===== src/hw/rtl/lprd_pkg.sv =====
`timescale 1ns / 1ps
// ----------------------------------------------------------------------------
// lprd_pkg
// Shared types and constants of the length-prefixed record deframer.
// ----------------------------------------------------------------------------
package lprd_pkg;

   localparam int BYTE_COUNT_WIDTH_DEFAULT = 48;
   localparam int QUEUE_DEPTH_DEFAULT      = 4;

   localparam int LENGTH_W      = 32;
   localparam int RECORD_W      = 32;
   localparam int BYTE_TOTAL_W  = 48;
   localparam int CSR_INDEX_W   = 1;
   localparam int CSR_DATA_W    = 32;

   localparam logic [CSR_INDEX_W-1:0] CSR_MAX_HEADER_LENGTH = 1'd0;
   localparam logic [CSR_INDEX_W-1:0] CSR_MAX_RAW_LENGTH    = 1'd1;

   localparam logic [LENGTH_W-1:0] MAX_HEADER_RESET = LENGTH_W'(16 * 1024 * 1024);
   localparam logic [LENGTH_W-1:0] MAX_RAW_RESET    = LENGTH_W'(512 * 1024 * 1024);

   localparam logic OP_BYTE = 1'b0;
   localparam logic OP_END  = 1'b1;

   typedef enum logic [1:0] {
      KIND_HEADER = 2'd0,
      KIND_RECORD = 2'd1,
      KIND_FINISH = 2'd2
   } kind_type;

   typedef enum logic [2:0] {
      ST_OK               = 3'd0,
      ST_HEADER_TOO_LARGE = 3'd1,
      ST_NONZERO_PADDING  = 3'd2,
      ST_SHORT_HEADER     = 3'd3,
      ST_SHORT_RAW_LENGTH = 3'd4,
      ST_RAW_TOO_LARGE    = 3'd5,
      ST_SHORT_RAW        = 3'd6
   } status_type;

   typedef enum logic [2:0] {
      PH_HLEN = 3'd0,
      PH_HDR  = 3'd1,
      PH_RLEN = 3'd2,
      PH_RAW  = 3'd3,
      PH_PAD  = 3'd4,
      PH_ERR  = 3'd5
   } phase_type;

   typedef struct packed {
      kind_type                 out_kind;
      logic [7:0]               header_byte;
      logic                     header_last;
      logic [LENGTH_W-1:0]      raw_length;
      status_type               status;
      logic [RECORD_W-1:0]      record_total;
      logic [BYTE_TOTAL_W-1:0]  byte_total;
   } rsp_item_type;

endpackage


===== src/hw/rtl/length_prefixed_record_deframer.sv =====
`timescale 1ns / 1ps
// ----------------------------------------------------------------------------
// length_prefixed_record_deframer
// Parses a byte stream of length-prefixed records and reports header bytes,
// record completions and an end-of-stream summary.
// ----------------------------------------------------------------------------
// Usage:
//   req_*  : push an item (stream byte, or end of stream with req_op high)
//            when req_full is low. One item per cycle is taken while req_full is low.
//   rsp_*  : a result item waits on the ports while rsp_empty is low and
//            leaves with rsp_pop. Raw payload bytes and prefix bytes give
//            no result item; header bytes, accepted raw lengths and end of
//            stream give one each.
//   csr_*  : limit writes, taken in the cycle csr_wr_en is high; write them
//            only while the block is idle.
// A result enters the queue the cycle after its item is accepted and shows
// on the ports once it is the head item. One item per cycle is taken while
// req_full is low; the combinational parse step feeds a QUEUE_DEPTH entry queue.
// When the receiver stalls, results collect in the queue; req_full rises
// once it holds QUEUE_DEPTH items and stays up until a pop.
// On reset the queue empties, parser state clears and both limits return
// to 16 MiB and 512 MiB.
// ----------------------------------------------------------------------------
module length_prefixed_record_deframer #(
   parameter int BYTE_COUNT_WIDTH = lprd_pkg::BYTE_COUNT_WIDTH_DEFAULT,
   parameter int QUEUE_DEPTH      = lprd_pkg::QUEUE_DEPTH_DEFAULT
) (
   input  logic                                  clock,
   input  logic                                  reset,
   input  logic                                  csr_wr_en,
   input  logic [lprd_pkg::CSR_INDEX_W-1:0]      csr_index,
   input  logic [lprd_pkg::CSR_DATA_W-1:0]       csr_wdata,
   input  logic                                  req_push,
   output logic                                  req_full,
   input  logic                                  req_op,
   input  logic [7:0]                            req_data_byte,
   output logic                                  rsp_empty,
   input  logic                                  rsp_pop,
   output logic [1:0]                            rsp_out_kind,
   output logic [7:0]                            rsp_header_byte,
   output logic                                  rsp_header_last,
   output logic [lprd_pkg::LENGTH_W-1:0]         rsp_raw_length,
   output logic [2:0]                            rsp_status,
   output logic [lprd_pkg::RECORD_W-1:0]         rsp_record_total,
   output logic [lprd_pkg::BYTE_TOTAL_W-1:0]     rsp_byte_total
);

   logic                   q_full;
   logic                   accept;
   logic                   res_valid;
   lprd_pkg::rsp_item_type res_item;
   lprd_pkg::rsp_item_type head_item;

   assign accept   = req_push && !q_full;
   assign req_full = q_full;

   lprd_parse #(
      .BYTE_COUNT_WIDTH (BYTE_COUNT_WIDTH)
   ) u_parse (
      .clock        (clock),
      .reset        (reset),
      .csr_wr_en    (csr_wr_en),
      .csr_index    (csr_index),
      .csr_wdata    (csr_wdata),
      .in_valid     (accept),
      .in_op        (req_op),
      .in_data_byte (req_data_byte),
      .out_valid    (res_valid),
      .out_item     (res_item)
   );

   lprd_queue #(
      .DEPTH (QUEUE_DEPTH)
   ) u_queue (
      .clock     (clock),
      .reset     (reset),
      .push      (res_valid),
      .push_item (res_item),
      .full      (q_full),
      .pop       (rsp_pop),
      .empty     (rsp_empty),
      .head_item (head_item)
   );

   assign rsp_out_kind     = head_item.out_kind;
   assign rsp_header_byte  = head_item.header_byte;
   assign rsp_header_last  = head_item.header_last;
   assign rsp_raw_length   = head_item.raw_length;
   assign rsp_status       = head_item.status;
   assign rsp_record_total = head_item.record_total;
   assign rsp_byte_total   = head_item.byte_total;

endmodule


===== src/hw/rtl/lprd_parse.sv =====
`timescale 1ns / 1ps
// ----------------------------------------------------------------------------
// lprd_parse
// Front end: takes one stream item per cycle, walks the record grammar and
// emits at most one result item per input item.
// ----------------------------------------------------------------------------
module lprd_parse #(
   parameter int BYTE_COUNT_WIDTH = lprd_pkg::BYTE_COUNT_WIDTH_DEFAULT
) (
   input  logic                                clock,
   input  logic                                reset,
   input  logic                                csr_wr_en,
   input  logic [lprd_pkg::CSR_INDEX_W-1:0]    csr_index,
   input  logic [lprd_pkg::CSR_DATA_W-1:0]     csr_wdata,
   input  logic                                in_valid,
   input  logic                                in_op,
   input  logic [7:0]                          in_data_byte,
   output logic                                out_valid,
   output lprd_pkg::rsp_item_type              out_item
);

   localparam int LW = lprd_pkg::LENGTH_W;
   localparam int RW = lprd_pkg::RECORD_W;

   logic [LW-1:0]               max_hdr_ff;
   logic [LW-1:0]               max_raw_ff;

   lprd_pkg::phase_type         phase_ff, phase_in;
   logic [1:0]                  idx_ff, idx_in;
   logic [23:0]                 acc_ff, acc_in;
   logic [LW-1:0]               rem_ff, rem_in;
   lprd_pkg::status_type        err_ff, err_in;
   logic [RW-1:0]               rec_ff, rec_in;
   logic [BYTE_COUNT_WIDTH-1:0] byte_cnt_ff, byte_cnt_in;

   logic [LW-1:0]               prefix_len;
   logic                        prefix_done;
   logic                        rem_last;
   logic [23:0]                 acc_ins;
   logic [2:0]                  add_amt;
   logic                        clear;
   logic [BYTE_COUNT_WIDTH:0]   byte_sum;
   logic [BYTE_COUNT_WIDTH-1:0] byte_sat;
   logic [RW-1:0]               rec_sat;
   logic [63:0]                 byte_wide;

   // limits
   always_ff @(posedge clock) begin
      if (reset) begin
         max_hdr_ff <= lprd_pkg::MAX_HEADER_RESET;
         max_raw_ff <= lprd_pkg::MAX_RAW_RESET;
      end else if (csr_wr_en) begin
         unique case (csr_index)
            lprd_pkg::CSR_MAX_HEADER_LENGTH: max_hdr_ff <= csr_wdata;
            lprd_pkg::CSR_MAX_RAW_LENGTH:    max_raw_ff <= csr_wdata;
            default: ;
         endcase
      end
   end

   always_ff @(posedge clock) begin
      if (reset) begin
         phase_ff    <= lprd_pkg::PH_HLEN;
         idx_ff      <= '0;
         acc_ff      <= '0;
         rem_ff      <= '0;
         err_ff      <= lprd_pkg::ST_OK;
         rec_ff      <= '0;
         byte_cnt_ff <= '0;
      end else begin
         phase_ff    <= phase_in;
         idx_ff      <= idx_in;
         acc_ff      <= acc_in;
         rem_ff      <= rem_in;
         err_ff      <= err_in;
         rec_ff      <= rec_in;
         byte_cnt_ff <= byte_cnt_in;
      end
   end

   assign prefix_len  = {in_data_byte, acc_ff};
   assign prefix_done = (idx_ff == 2'd3);
   assign rem_last    = (rem_ff <= LW'(1));
   assign rec_sat     = (rec_ff == '1) ? rec_ff : rec_ff + RW'(1);
   assign byte_wide   = 64'(byte_cnt_ff);

   // carry out of the counter means the sum passed its range; it then saturates
   assign byte_sum = {1'b0, byte_cnt_ff} + (BYTE_COUNT_WIDTH + 1)'(add_amt);
   assign byte_sat = byte_sum[BYTE_COUNT_WIDTH] ? '1 : byte_sum[BYTE_COUNT_WIDTH-1:0];

   assign byte_cnt_in = clear ? '0 : byte_sat;

   always_comb begin
      acc_ins = acc_ff;
      unique case (idx_ff)
         2'd0:    acc_ins[7:0]   = in_data_byte;
         2'd1:    acc_ins[15:8]  = in_data_byte;
         2'd2:    acc_ins[23:16] = in_data_byte;
         default: acc_ins        = acc_ff;
      endcase
   end

   always_comb begin
      phase_in  = phase_ff;
      idx_in    = idx_ff;
      acc_in    = acc_ff;
      rem_in    = rem_ff;
      err_in    = err_ff;
      rec_in    = rec_ff;
      add_amt   = '0;
      clear     = 1'b0;
      out_valid = 1'b0;
      out_item  = '0;

      if (in_valid) begin
         if (in_op == lprd_pkg::OP_END) begin
            out_valid             = 1'b1;
            out_item.out_kind     = lprd_pkg::KIND_FINISH;
            out_item.record_total = rec_ff;
            out_item.byte_total   = byte_wide[lprd_pkg::BYTE_TOTAL_W-1:0];
            unique case (phase_ff)
               lprd_pkg::PH_HLEN: out_item.status = lprd_pkg::ST_OK;
               lprd_pkg::PH_HDR:  out_item.status = lprd_pkg::ST_SHORT_HEADER;
               lprd_pkg::PH_RLEN: out_item.status = lprd_pkg::ST_SHORT_RAW_LENGTH;
               lprd_pkg::PH_RAW:  out_item.status = lprd_pkg::ST_SHORT_RAW;
               lprd_pkg::PH_PAD:  out_item.status = lprd_pkg::ST_OK;
               default:           out_item.status = err_ff;
            endcase
            clear    = 1'b1;
            phase_in = lprd_pkg::PH_HLEN;
            idx_in   = '0;
            acc_in   = '0;
            rem_in   = '0;
            err_in   = lprd_pkg::ST_OK;
            rec_in   = '0;
         end else begin
            unique case (phase_ff)
               lprd_pkg::PH_HLEN: begin
                  if (prefix_done) begin
                     idx_in  = '0;
                     acc_in  = '0;
                     add_amt = 3'd4;
                     if (prefix_len > max_hdr_ff) begin
                        err_in   = lprd_pkg::ST_HEADER_TOO_LARGE;
                        phase_in = lprd_pkg::PH_ERR;
                     end else if (prefix_len == '0) begin
                        phase_in = lprd_pkg::PH_PAD;
                     end else begin
                        rem_in   = prefix_len;
                        phase_in = lprd_pkg::PH_HDR;
                     end
                  end else begin
                     acc_in = acc_ins;
                     idx_in = idx_ff + 2'd1;
                  end
               end
               lprd_pkg::PH_HDR: begin
                  add_amt              = 3'd1;
                  out_valid            = 1'b1;
                  out_item.out_kind    = lprd_pkg::KIND_HEADER;
                  out_item.header_byte = in_data_byte;
                  out_item.header_last = rem_last;
                  if (rem_last) begin
                     rem_in   = '0;
                     phase_in = lprd_pkg::PH_RLEN;
                     idx_in   = '0;
                     acc_in   = '0;
                  end else begin
                     rem_in = rem_ff - LW'(1);
                  end
               end
               lprd_pkg::PH_RLEN: begin
                  if (prefix_done) begin
                     idx_in  = '0;
                     acc_in  = '0;
                     add_amt = 3'd4;
                     if (prefix_len > max_raw_ff) begin
                        err_in   = lprd_pkg::ST_RAW_TOO_LARGE;
                        phase_in = lprd_pkg::PH_ERR;
                     end else begin
                        out_valid           = 1'b1;
                        out_item.out_kind   = lprd_pkg::KIND_RECORD;
                        out_item.raw_length = prefix_len;
                        if (prefix_len == '0) begin
                           rec_in   = rec_sat;
                           phase_in = lprd_pkg::PH_HLEN;
                        end else begin
                           rem_in   = prefix_len;
                           phase_in = lprd_pkg::PH_RAW;
                        end
                     end
                  end else begin
                     acc_in = acc_ins;
                     idx_in = idx_ff + 2'd1;
                  end
               end
               lprd_pkg::PH_RAW: begin
                  add_amt = 3'd1;
                  if (rem_last) begin
                     rem_in   = '0;
                     rec_in   = rec_sat;
                     phase_in = lprd_pkg::PH_HLEN;
                     idx_in   = '0;
                     acc_in   = '0;
                  end else begin
                     rem_in = rem_ff - LW'(1);
                  end
               end
               lprd_pkg::PH_PAD: begin
                  if (in_data_byte != 8'd0) begin
                     err_in   = lprd_pkg::ST_NONZERO_PADDING;
                     phase_in = lprd_pkg::PH_ERR;
                  end else begin
                     add_amt = 3'd1;
                  end
               end
               default: ;
            endcase
         end
      end
   end

   // an error code is latched exactly while parked in the error phase
   a_err_phase: assert property (@(posedge clock) disable iff (reset)
      (phase_ff == lprd_pkg::PH_ERR) == (err_ff != lprd_pkg::ST_OK))
      else $error("error code and error phase disagree");

   a_end_clears: assert property (@(posedge clock) disable iff (reset)
      (in_valid && in_op == lprd_pkg::OP_END) |=>
         (phase_ff == lprd_pkg::PH_HLEN && rec_ff == '0 && byte_cnt_ff == '0))
      else $error("state not cleared after end of stream");

   a_err_frozen: assert property (@(posedge clock) disable iff (reset)
      (in_valid && in_op == lprd_pkg::OP_BYTE && phase_ff == lprd_pkg::PH_ERR) |=>
         ($stable(byte_cnt_ff) && $stable(rec_ff) && phase_ff == lprd_pkg::PH_ERR))
      else $error("bytes counted after an error");

   a_no_result_in_err: assert property (@(posedge clock) disable iff (reset)
      (out_valid && out_item.out_kind != lprd_pkg::KIND_FINISH) |->
         (phase_ff == lprd_pkg::PH_HDR || phase_ff == lprd_pkg::PH_RLEN))
      else $error("result item from a phase that gives none");

endmodule


===== src/hw/rtl/lprd_queue.sv =====
`timescale 1ns / 1ps
// ----------------------------------------------------------------------------
// lprd_queue
// Back end: short result queue that holds finished items until the
// receiver pops them; the head item drives the result ports.
// ----------------------------------------------------------------------------
module lprd_queue #(
   parameter int DEPTH = lprd_pkg::QUEUE_DEPTH_DEFAULT
) (
   input  logic                    clock,
   input  logic                    reset,
   input  logic                    push,
   input  lprd_pkg::rsp_item_type  push_item,
   output logic                    full,
   input  logic                    pop,
   output logic                    empty,
   output lprd_pkg::rsp_item_type  head_item
);

   localparam int PTR_W = (DEPTH > 1) ? $clog2(DEPTH) : 1;
   localparam int CNT_W = $clog2(DEPTH + 1);

   lprd_pkg::rsp_item_type mem_ff [DEPTH];
   logic [PTR_W-1:0]       wr_ptr_ff, wr_ptr_in;
   logic [PTR_W-1:0]       rd_ptr_ff, rd_ptr_in;
   logic [CNT_W-1:0]       count_ff, count_in;
   logic                   do_push;
   logic                   do_pop;

   assign full    = (count_ff == CNT_W'(DEPTH));
   assign empty   = (count_ff == '0);
   assign do_push = push && !full;
   assign do_pop  = pop && !empty;

   assign head_item = mem_ff[rd_ptr_ff];

   always_ff @(posedge clock) begin
      if (do_push) begin
         mem_ff[wr_ptr_ff] <= push_item;
      end
   end

   always_comb begin
      wr_ptr_in = wr_ptr_ff;
      rd_ptr_in = rd_ptr_ff;
      count_in  = count_ff;
      if (do_push) begin
         wr_ptr_in = (wr_ptr_ff == PTR_W'(DEPTH - 1)) ? '0 : wr_ptr_ff + PTR_W'(1);
      end
      if (do_pop) begin
         rd_ptr_in = (rd_ptr_ff == PTR_W'(DEPTH - 1)) ? '0 : rd_ptr_ff + PTR_W'(1);
      end
      unique case ({do_push, do_pop})
         2'b10:   count_in = count_ff + CNT_W'(1);
         2'b01:   count_in = count_ff - CNT_W'(1);
         default: count_in = count_ff;
      endcase
   end

   always_ff @(posedge clock) begin
      if (reset) begin
         wr_ptr_ff <= '0;
         rd_ptr_ff <= '0;
         count_ff  <= '0;
      end else begin
         wr_ptr_ff <= wr_ptr_in;
         rd_ptr_ff <= rd_ptr_in;
         count_ff  <= count_in;
      end
   end

   a_count_bound: assert property (@(posedge clock) disable iff (reset)
      count_ff <= CNT_W'(DEPTH))
      else $error("queue count out of range");

   a_no_overflow: assert property (@(posedge clock) disable iff (reset)
      push |-> !full)
      else $error("item pushed into a full queue");

   a_pop_drains: assert property (@(posedge clock) disable iff (reset)
      (do_pop && !do_push) |=> (count_ff == $past(count_ff) - CNT_W'(1)))
      else $error("pop did not drain the queue");

   a_ptr_gap: assert property (@(posedge clock) disable iff (reset)
      (empty || full) |-> (wr_ptr_ff == rd_ptr_ff))
      else $error("queue pointers disagree with count");

endmodule

===== config.mk =====
export PLATFORM = sky130hd
export DESIGN_NAME = length_prefixed_record_deframer
export DESIGN_NICKNAME = d
export VERILOG_FILES = /design/src/hw/rtl/lprd_pkg.sv /design/src/hw/rtl/length_prefixed_record_deframer.sv /design/src/hw/rtl/lprd_parse.sv /design/src/hw/rtl/lprd_queue.sv
export SDC_FILE = /design/constraint.sdc
export NUM_CORES = 1
export LEC_CHECK = 0
export ABC_AREA = 1
export BUFFER_PORTS_ARGS = -buffer_cell sky130_fd_sc_hd__buf_2
export CORE_MARGIN = 2
export CORE_UTILIZATION = 25
export DETAILED_ROUTE_END_ITERATION = 6
export PLACE_DENSITY = 0.43
export RECOVER_POWER = 100
export SLEW_MARGIN = 10
export SYNTH_ARGS = -nofsm -noshare
export SYNTH_HDL_FRONTEND = slang
export SYNTH_HIERARCHICAL = 1
export SYNTH_SLANG_ARGS = --single-unit

===== constraint.sdc =====
create_clock -name clock -period 12.6 [get_ports clock]
set_input_delay 0.63 -clock clock [delete_from_list [all_inputs] [get_ports clock]]
set_output_delay 0.63 -clock clock [all_outputs]
set_load 0.01 [all_outputs]

After elaboration in Yosys (flattened, before gate mapping):

Memories as Yosys holds them, arrays and structs flattened. A register that Yosys moved wholly into a read port is not among the register bits.
Cells that the tools add are included.

* bits in registers: 215
* bits in writable memories: 504
* input port bits: 47
* output and inout bits: 128
* logic and storage cells: 160
* memories: 1

Memories
* u_queue.mem_ff: words 4, bits a word 126, rd ports 1, clocked after memory_dff 1, write ports 1, RTL line lprd_queue.sv:23 `lprd_pkg::rsp_item_type mem_ff [DEPTH];`

* add/sub/neg operators: 8
* $lt $le $gt $ge: 3
* eq/ne operators: 27
* multiplexer cells: 76
* bitwise gates (word level): 1
* reduce and logical (&&, ||, !) cells: 30

Operators by type and width (count)
* 32-bit 2-to-1 mux: 16
* 126-bit 2-to-1 mux: 1
* 32-bit one-hot mux with 3 select lines: 1
* 83-bit 2-to-1 mux: 1
* 24-bit 2-to-1 mux: 3
* 32-bit > comparator: 2
* 32-bit one-hot mux with 2 select lines: 1
* 3-bit 2-to-1 mux: 18
* 48-bit by 3-bit adder with 49-bit output: 1
* 48-bit 2-to-1 mux: 1
* 24-bit one-hot mux with 2 select lines: 1
* 41-bit 2-to-1 mux: 1
* 32-bit by 1-bit adder with 32-bit output, second input constant: 1
* 32-bit == test, second input constant: 1
* 32-bit by 1-bit <= comparator with 1-bit output, second input constant: 1
* 32-bit zero test: 1
* 32-bit by 1-bit subtractor with 32-bit output, second input constant: 1
* 8-bit 2-to-1 mux: 3
* 3-bit by 2-bit != test with 1-bit output, second input constant: 8
* 2-bit 2-to-1 mux: 11
* 3-bit one-hot mux with 3 select lines: 2
* 3-bit one-hot mux with 5 select lines: 1
* 7-bit AND reduction: 2
* 4-bit by 1-bit != test with 1-bit output, second input constant: 3
* 31 further kinds: 63

Depth between registers and ports, before layout:

* word-level depth: 9
* depth in mapped cells: 26

Hierarchy:

Netlist, hierarchy kept.

By module, submodules not included
* lprd_queue: instances 1, cells each 1289, area each 19175.9 sq um, seq. area each 15314.7 sq um
* lprd_parse: instances 1, cells each 2101, area each 13435.4 sq um, seq. area each 4164.0 sq um
* length_prefixed_record_deframer: instances 1, cells each 2, area each 10.0 sq um, seq. area each 0.0 sq um

Worst setup path before layout:

Ideal clock, no wire load.

* path kind: input port to flip-flop
* start point: in req_data_byte[3]
* end point: mem u_queue/mem_ff[0][0] (netlist name), enable pin
* library setup time: 613 ps
* data arrival time: 7298 ps
* required time: 11987 ps
* setup slack: 4688 ps
* stages: 12
* cell sequence: ha_1 > a21oi_1 > o21ai_0 > nand2_1 > nand2_1 > a21oi_1 > nand2_1 > nand2_1 > nand3_1 > a31oi_1 > nand2_1 > nor2_1

* cells in the longest elaborated chain, start to end: 9

Ends and longest elaborated chain
* start: declaration: RTL line length_prefixed_record_deframer.sv:36 `input logic [7:0] req_data_byte,`
* 32-bit > comparator: RTL line lprd_parse.sv:177 `if (prefix_len > max_raw_ff) begin`
* 1-bit 2-to-1 mux: RTL line lprd_parse.sv:177
* 1-bit 2-to-1 mux: RTL line lprd_parse.sv:173 `if (prefix_done) begin`
* 1-bit one-hot mux with 2 select lines: RTL line lprd_parse.sv:137 `unique case (phase_ff)`
* 1-bit 2-to-1 mux: RTL line lprd_parse.sv:116 `if (in_op == lprd_pkg::OP_END) begin`
* 1-bit 2-to-1 mux: RTL line lprd_parse.sv:115 `if (in_valid) begin`
* net res_valid: RTL line length_prefixed_record_deframer.sv:50 `logic res_valid;`
* 1-bit logical AND: RTL line lprd_queue.sv:32 `assign do_push = push && !full;`
* 1-bit 2-to-1 mux: RTL line lprd_queue.sv:38 `if (do_push) begin`
* 1-bit 2-to-1 mux (implied by the code): RTL line lprd_queue.sv:39 `mem_ff[wr_ptr_ff] <= push_item;`
* end: declaration: RTL line lprd_queue.sv:23

The timed path passes the listed nets, and every way through them passes these cells.

Worst setup path in the final report:

* start point: reg u_parse.max_raw_ff[27]
* end point: mem u_queue/mem_ff[3][45] (netlist name), enable pin

* cells in the longest elaborated chain, start to end: 9

Ends and longest elaborated chain
* start: declaration: RTL line lprd_parse.sv:26 `logic [LW-1:0] max_raw_ff;`
* start signal: assignment: RTL line lprd_parse.sv:51 `max_raw_ff <= lprd_pkg::MAX_RAW_RESET;`
* start signal: assignment: RTL line lprd_parse.sv:55 `lprd_pkg::CSR_MAX_RAW_LENGTH: max_raw_ff <= csr_wdata;`
* 32-bit > comparator: RTL line lprd_parse.sv:177
* 1-bit 2-to-1 mux: RTL line lprd_parse.sv:177
* 1-bit 2-to-1 mux: RTL line lprd_parse.sv:173
* 1-bit one-hot mux with 2 select lines: RTL line lprd_parse.sv:137
* 1-bit 2-to-1 mux: RTL line lprd_parse.sv:116
* 1-bit 2-to-1 mux: RTL line lprd_parse.sv:115
* net res_valid: RTL line length_prefixed_record_deframer.sv:50
* 1-bit logical AND: RTL line lprd_queue.sv:32
* 1-bit 2-to-1 mux: RTL line lprd_queue.sv:38
* 1-bit 2-to-1 mux (implied by the code): RTL line lprd_queue.sv:39

The timed path passes the listed nets, and every way through them passes these cells.

==> out/results.txt <==
The tools report the TritonCTS sink count as 721. On the final layout, the worst clock skew is 34.1 ps. The final layout contains 3652 nets.

The HPWL after detailed placement is 64.6 mm. Static timing analysis puts the maximum clock frequency at 0.133 GHz. The count of hold-fix buffers inserted at cts was 0.

The clock network accounts for 33.1% of the total power. Data arrives at the worst endpoint at 7650 ps. The tools report the element type at the critical path start as a register.

Total area of sequential cells: 19500 um2. The proportion of synthesized flip-flops having asynchronous set or reset is 0%, and the switching fraction of total power is 35.3%. The placer congestion estimate is 0.815. The analysis attributes to net switching a power of 2.59 mW.

Of the cells placed in the final design, the portion with a size suffix greater than 1 is 8.71%. For the wire length reported by the detailed router, the log shows 97.7 mm. The final hold violation count is 0. The tools report the synthesized netlist cell count as 3392. The area growth from synthesis to layout is 15.3%. The portion of total power attributed to combinational logic came out at 28.6%. The first detailed-routing pass ran for 5 iterations. The total of warnings raised by yosys was 6; the design internal power was 4.74 mW. The run gives 0 ps as the setup TNS. The floorplan step set the die height to 365 um. After layout, the worst setup slack is 5110 ps. The first global-routing pass estimated 147 mm of wire. For the deepest clock path buffer count, the log shows 3. Data on the critical path is required at its endpoint by 12750 ps.

The total power divided by cell area came out at 195 nW/um2. The class of the most critical hold timing path was in2reg. For the count of antenna-violating nets left after detailed routing, the log shows 0. The final reports fail on capacitance limit, slew limit. Setup violations remaining at the end of the flow were counted as 0. Buffers placed on the I/O ports in this run total 174. The run finished, with violations left. TritonCTS built the clock tree. Entering global routing, the biggest net connects 173 pins. The synthesized area divided by synthesized cell count was 9.62 um2. After layout, the worst path uses 59.5% of the clock period. The number of setup buffers added after CTS is 0. The number of nets in the synthesized netlist is 3519.

The number of max-slew violations in the final report came out at 881. The tools report the placeable core region as 129000 um2. The category of the critical setup timing path is reg2reg. The routed layout has 24000 vias.

The netlist uses 53 different library cells. Minimum clock period after layout: 7490 ps. The run gives 14.0 nW as the standby leakage power. The multi-input combinational cells in the finished layout cover a total of 11000 um2. Pin placement for this block handled 175 I/O pins.

Most instantiated flip-flop cell in the synthesis netlist: sky130_fd_sc_hd__edfxtp_1. The cell sitting at the root of the clock tree is a sky130_fd_sc_hd__clkbuf_16. The number of cell rows is 132. Per report_power, the sequential group accounts for 38.3% of the total. The share of the Yosys chip area taken by registers is 59.7%. The logs give 7.34 mW for the total power consumption of the routed design and 0 for the number of remaining DRC errors.

VDD sags by at most 0.0888 mV. The total overflow left after global routing is 0. Before CTS, the worst setup slack after placement is 7630 ps. The clock transition time at the flip-flop clock pins of the worst setup and hold paths came out at 60 ps.

The per-cell routed wire length works out to 18.3 um. The number of antenna violations at the first check in global routing came out at 2. The synthesized design contains 721 register bits. The worst setup path is captured at a register. The die extent in x works out to 365 um. Setup repair after global routing left no endpoint under its margin. In this run the cell area of the synthesized design comes to 32600 um2. Counting the fill cells in the layout gives 13800. In this run the number of H-tree levels came out at 3. The ratio of routed vias to standard cells came out at 4.50.

The number of max-cap violations is 19, and the maximum net fanout on the critical path is 57. The via count of the first global-routing pass was 23300; the slew at the pin closest to its max-slew limit was 3930 ps. The clock latency reported for the late side of the worst-skew pair is 660 ps, and the die outline area is 133000 um2. Across every metal layer, demand over resource in global routing totals 14.5%. The run gives 25.2% as the starting utilization of the core area.

Yosys mapped a number of flops with a built-in enable equal to 504. Number of violations reported at the end of detailed-routing iteration 0: 1487. In this run, CTS created clock tree buffers numbering 83. In this run, post-CTS repair resized a total of 0 instances. The worst pin sits at a relative slew slack of -162%.
area by class of cell:
cell class,count,area share (%)
clock inverters,49,1.28
multi-input cells,2173,29.1
clock buffers,106,6.00
repair buffers,203,2.53
well taps,1742,5.80
diodes,2,0.0133
inverters,343,3.45
flip-flops and latches,721,51.8
per-stage QoR:
stage	cells	utilization, %	hold WS, ps	area, um2
after floorplan	3392	-	433	32600
after global placement	5182	27.1	450	35100
after detailed placement	5182	27.1	456	35100
after CTS	5337	29.2	180	37900
after global routing	5337	29.0	226	37600
final	5339	29.0	225	37600
synth_stat cells (24+ instances only):
cell type,number,area (um2)
sky130_fd_sc_hd__a21oi_1,163,816
sky130_fd_sc_hd__buf_2,32,160
sky130_fd_sc_hd__buf_6,24,270
sky130_fd_sc_hd__clkbuf_1,88,330
sky130_fd_sc_hd__dfxtp_1,217,4340
sky130_fd_sc_hd__edfxtp_1,504,15100
sky130_fd_sc_hd__ha_1,79,988
sky130_fd_sc_hd__inv_1,312,1170
sky130_fd_sc_hd__nand2_1,386,1450
sky130_fd_sc_hd__nand3_1,77,385
sky130_fd_sc_hd__nand4_1,56,350
sky130_fd_sc_hd__nor2_1,647,2430
sky130_fd_sc_hd__nor3_1,52,260
sky130_fd_sc_hd__o21ai_0,335,1680
sky130_fd_sc_hd__o21ai_1,54,270
sky130_fd_sc_hd__o22ai_1,152,951
sky130_fd_sc_hd__xor2_1,45,394
cell families after synthesis:
logic type	Yosys count	synth area share, %
flops	721	59.7
buf+inv	498	6.62
fa+ha+maj	80	3.09
compound gates	738	12.2
xor+xnor	47	1.26
simple gates	1308	17.1
path summary, 6_finish.rpt:
kind,start,end,slack (ps),cells past startpoint
max reg2reg,u_parse/max_raw_ff[27]$_SDFFE_PP0P_,u_queue/mem_ff[3][45]$_DFFE_PP_,5110,15
max,u_parse/max_raw_ff[27]$_SDFFE_PP0P_,u_queue/mem_ff[3][45]$_DFFE_PP_,5110,15
min,csr_wdata[0],u_parse/max_hdr_ff[0]$_SDFFE_PP0P_,220,3
min reg2reg,u_parse/max_raw_ff[23]$_SDFFE_PP0P_,u_parse/max_raw_ff[23]$_SDFFE_PP0P_,460,2
cell usage in the layout (no fill, tap or decap), types with 84 or more instances in the layout:
| cell | n |
|---|---|
| sky130_fd_sc_hd__a21oi_1 | 163 |
| sky130_fd_sc_hd__o21ai_0 | 368 |
| sky130_fd_sc_hd__dfxtp_1 | 217 |
| sky130_fd_sc_hd__clkbuf_1 | 122 |
| sky130_fd_sc_hd__edfxtp_1 | 504 |
| sky130_fd_sc_hd__inv_1 | 313 |
| sky130_fd_sc_hd__nor2_1 | 647 |
| sky130_fd_sc_hd__o22ai_1 | 152 |
| sky130_fd_sc_hd__nand2_1 | 387 |
| sky130_fd_sc_hd__buf_2 | 84 |
| sky130_fd_sc_hd__clkbuf_16 | 84 |
sequential cells by signal, indices dropped and copies added (netlist names), named ones only:
register             count
u_parse/err_ff           3
u_parse/rec_ff          32
u_queue/rd_ptr_ff        2
u_parse/phase_ff         3
u_queue/count_ff         3
u_parse/acc_ff          24
u_parse/max_raw_ff      32
u_parse/idx_ff           2
u_parse/rem_ff          32
u_parse/max_hdr_ff      32
u_parse/byte_cnt_ff     48
u_queue/wr_ptr_ff        2
u_queue/mem_ff         504
power by group through the flow:
stage	registers, mW	logic, mW	clock network [mW]
2_1_floorplan	2.83	1.37	0
3_3_place_gp	2.86	2.21	0
3_5_place_dp	2.86	2.21	0
4_1_cts	2.81	2.22	2.51
5_1_grt	2.83	2.37	2.59
6_report	2.81	2.10	2.43
per-layer routing:
layer	wire (um)	track usage, %	vias up
met1	47500	20.5	11500
met5	0	0	-
met2	43300	22.5	484
met3	4640	2.57	126
li1	-	-	11900
met4	2190	4.04	0
critical path, cell delays in order (launching register included):
cell and delay (ps):
sky130_fd_sc_hd__dfxtp_1 300, sky130_fd_sc_hd__inv_1 50, sky130_fd_sc_hd__ha_1 300, sky130_fd_sc_hd__a21oi_1 150, sky130_fd_sc_hd__o21ai_0 180, sky130_fd_sc_hd__nand2_1 100, sky130_fd_sc_hd__nand2_1 50, sky130_fd_sc_hd__a21oi_1 160
sky130_fd_sc_hd__nand2_1 100, sky130_fd_sc_hd__nand2_1 250, sky130_fd_sc_hd__nand3_1 180, sky130_fd_sc_hd__a31oi_1 380, sky130_fd_sc_hd__nand2_1 270, sky130_fd_sc_hd__nor2_1 210, sky130_fd_sc_hd__clkbuf_1 1470, sky130_fd_sc_hd__clkbuf_1 2740
No activity file was read; power rests on OpenSTA's default activity.
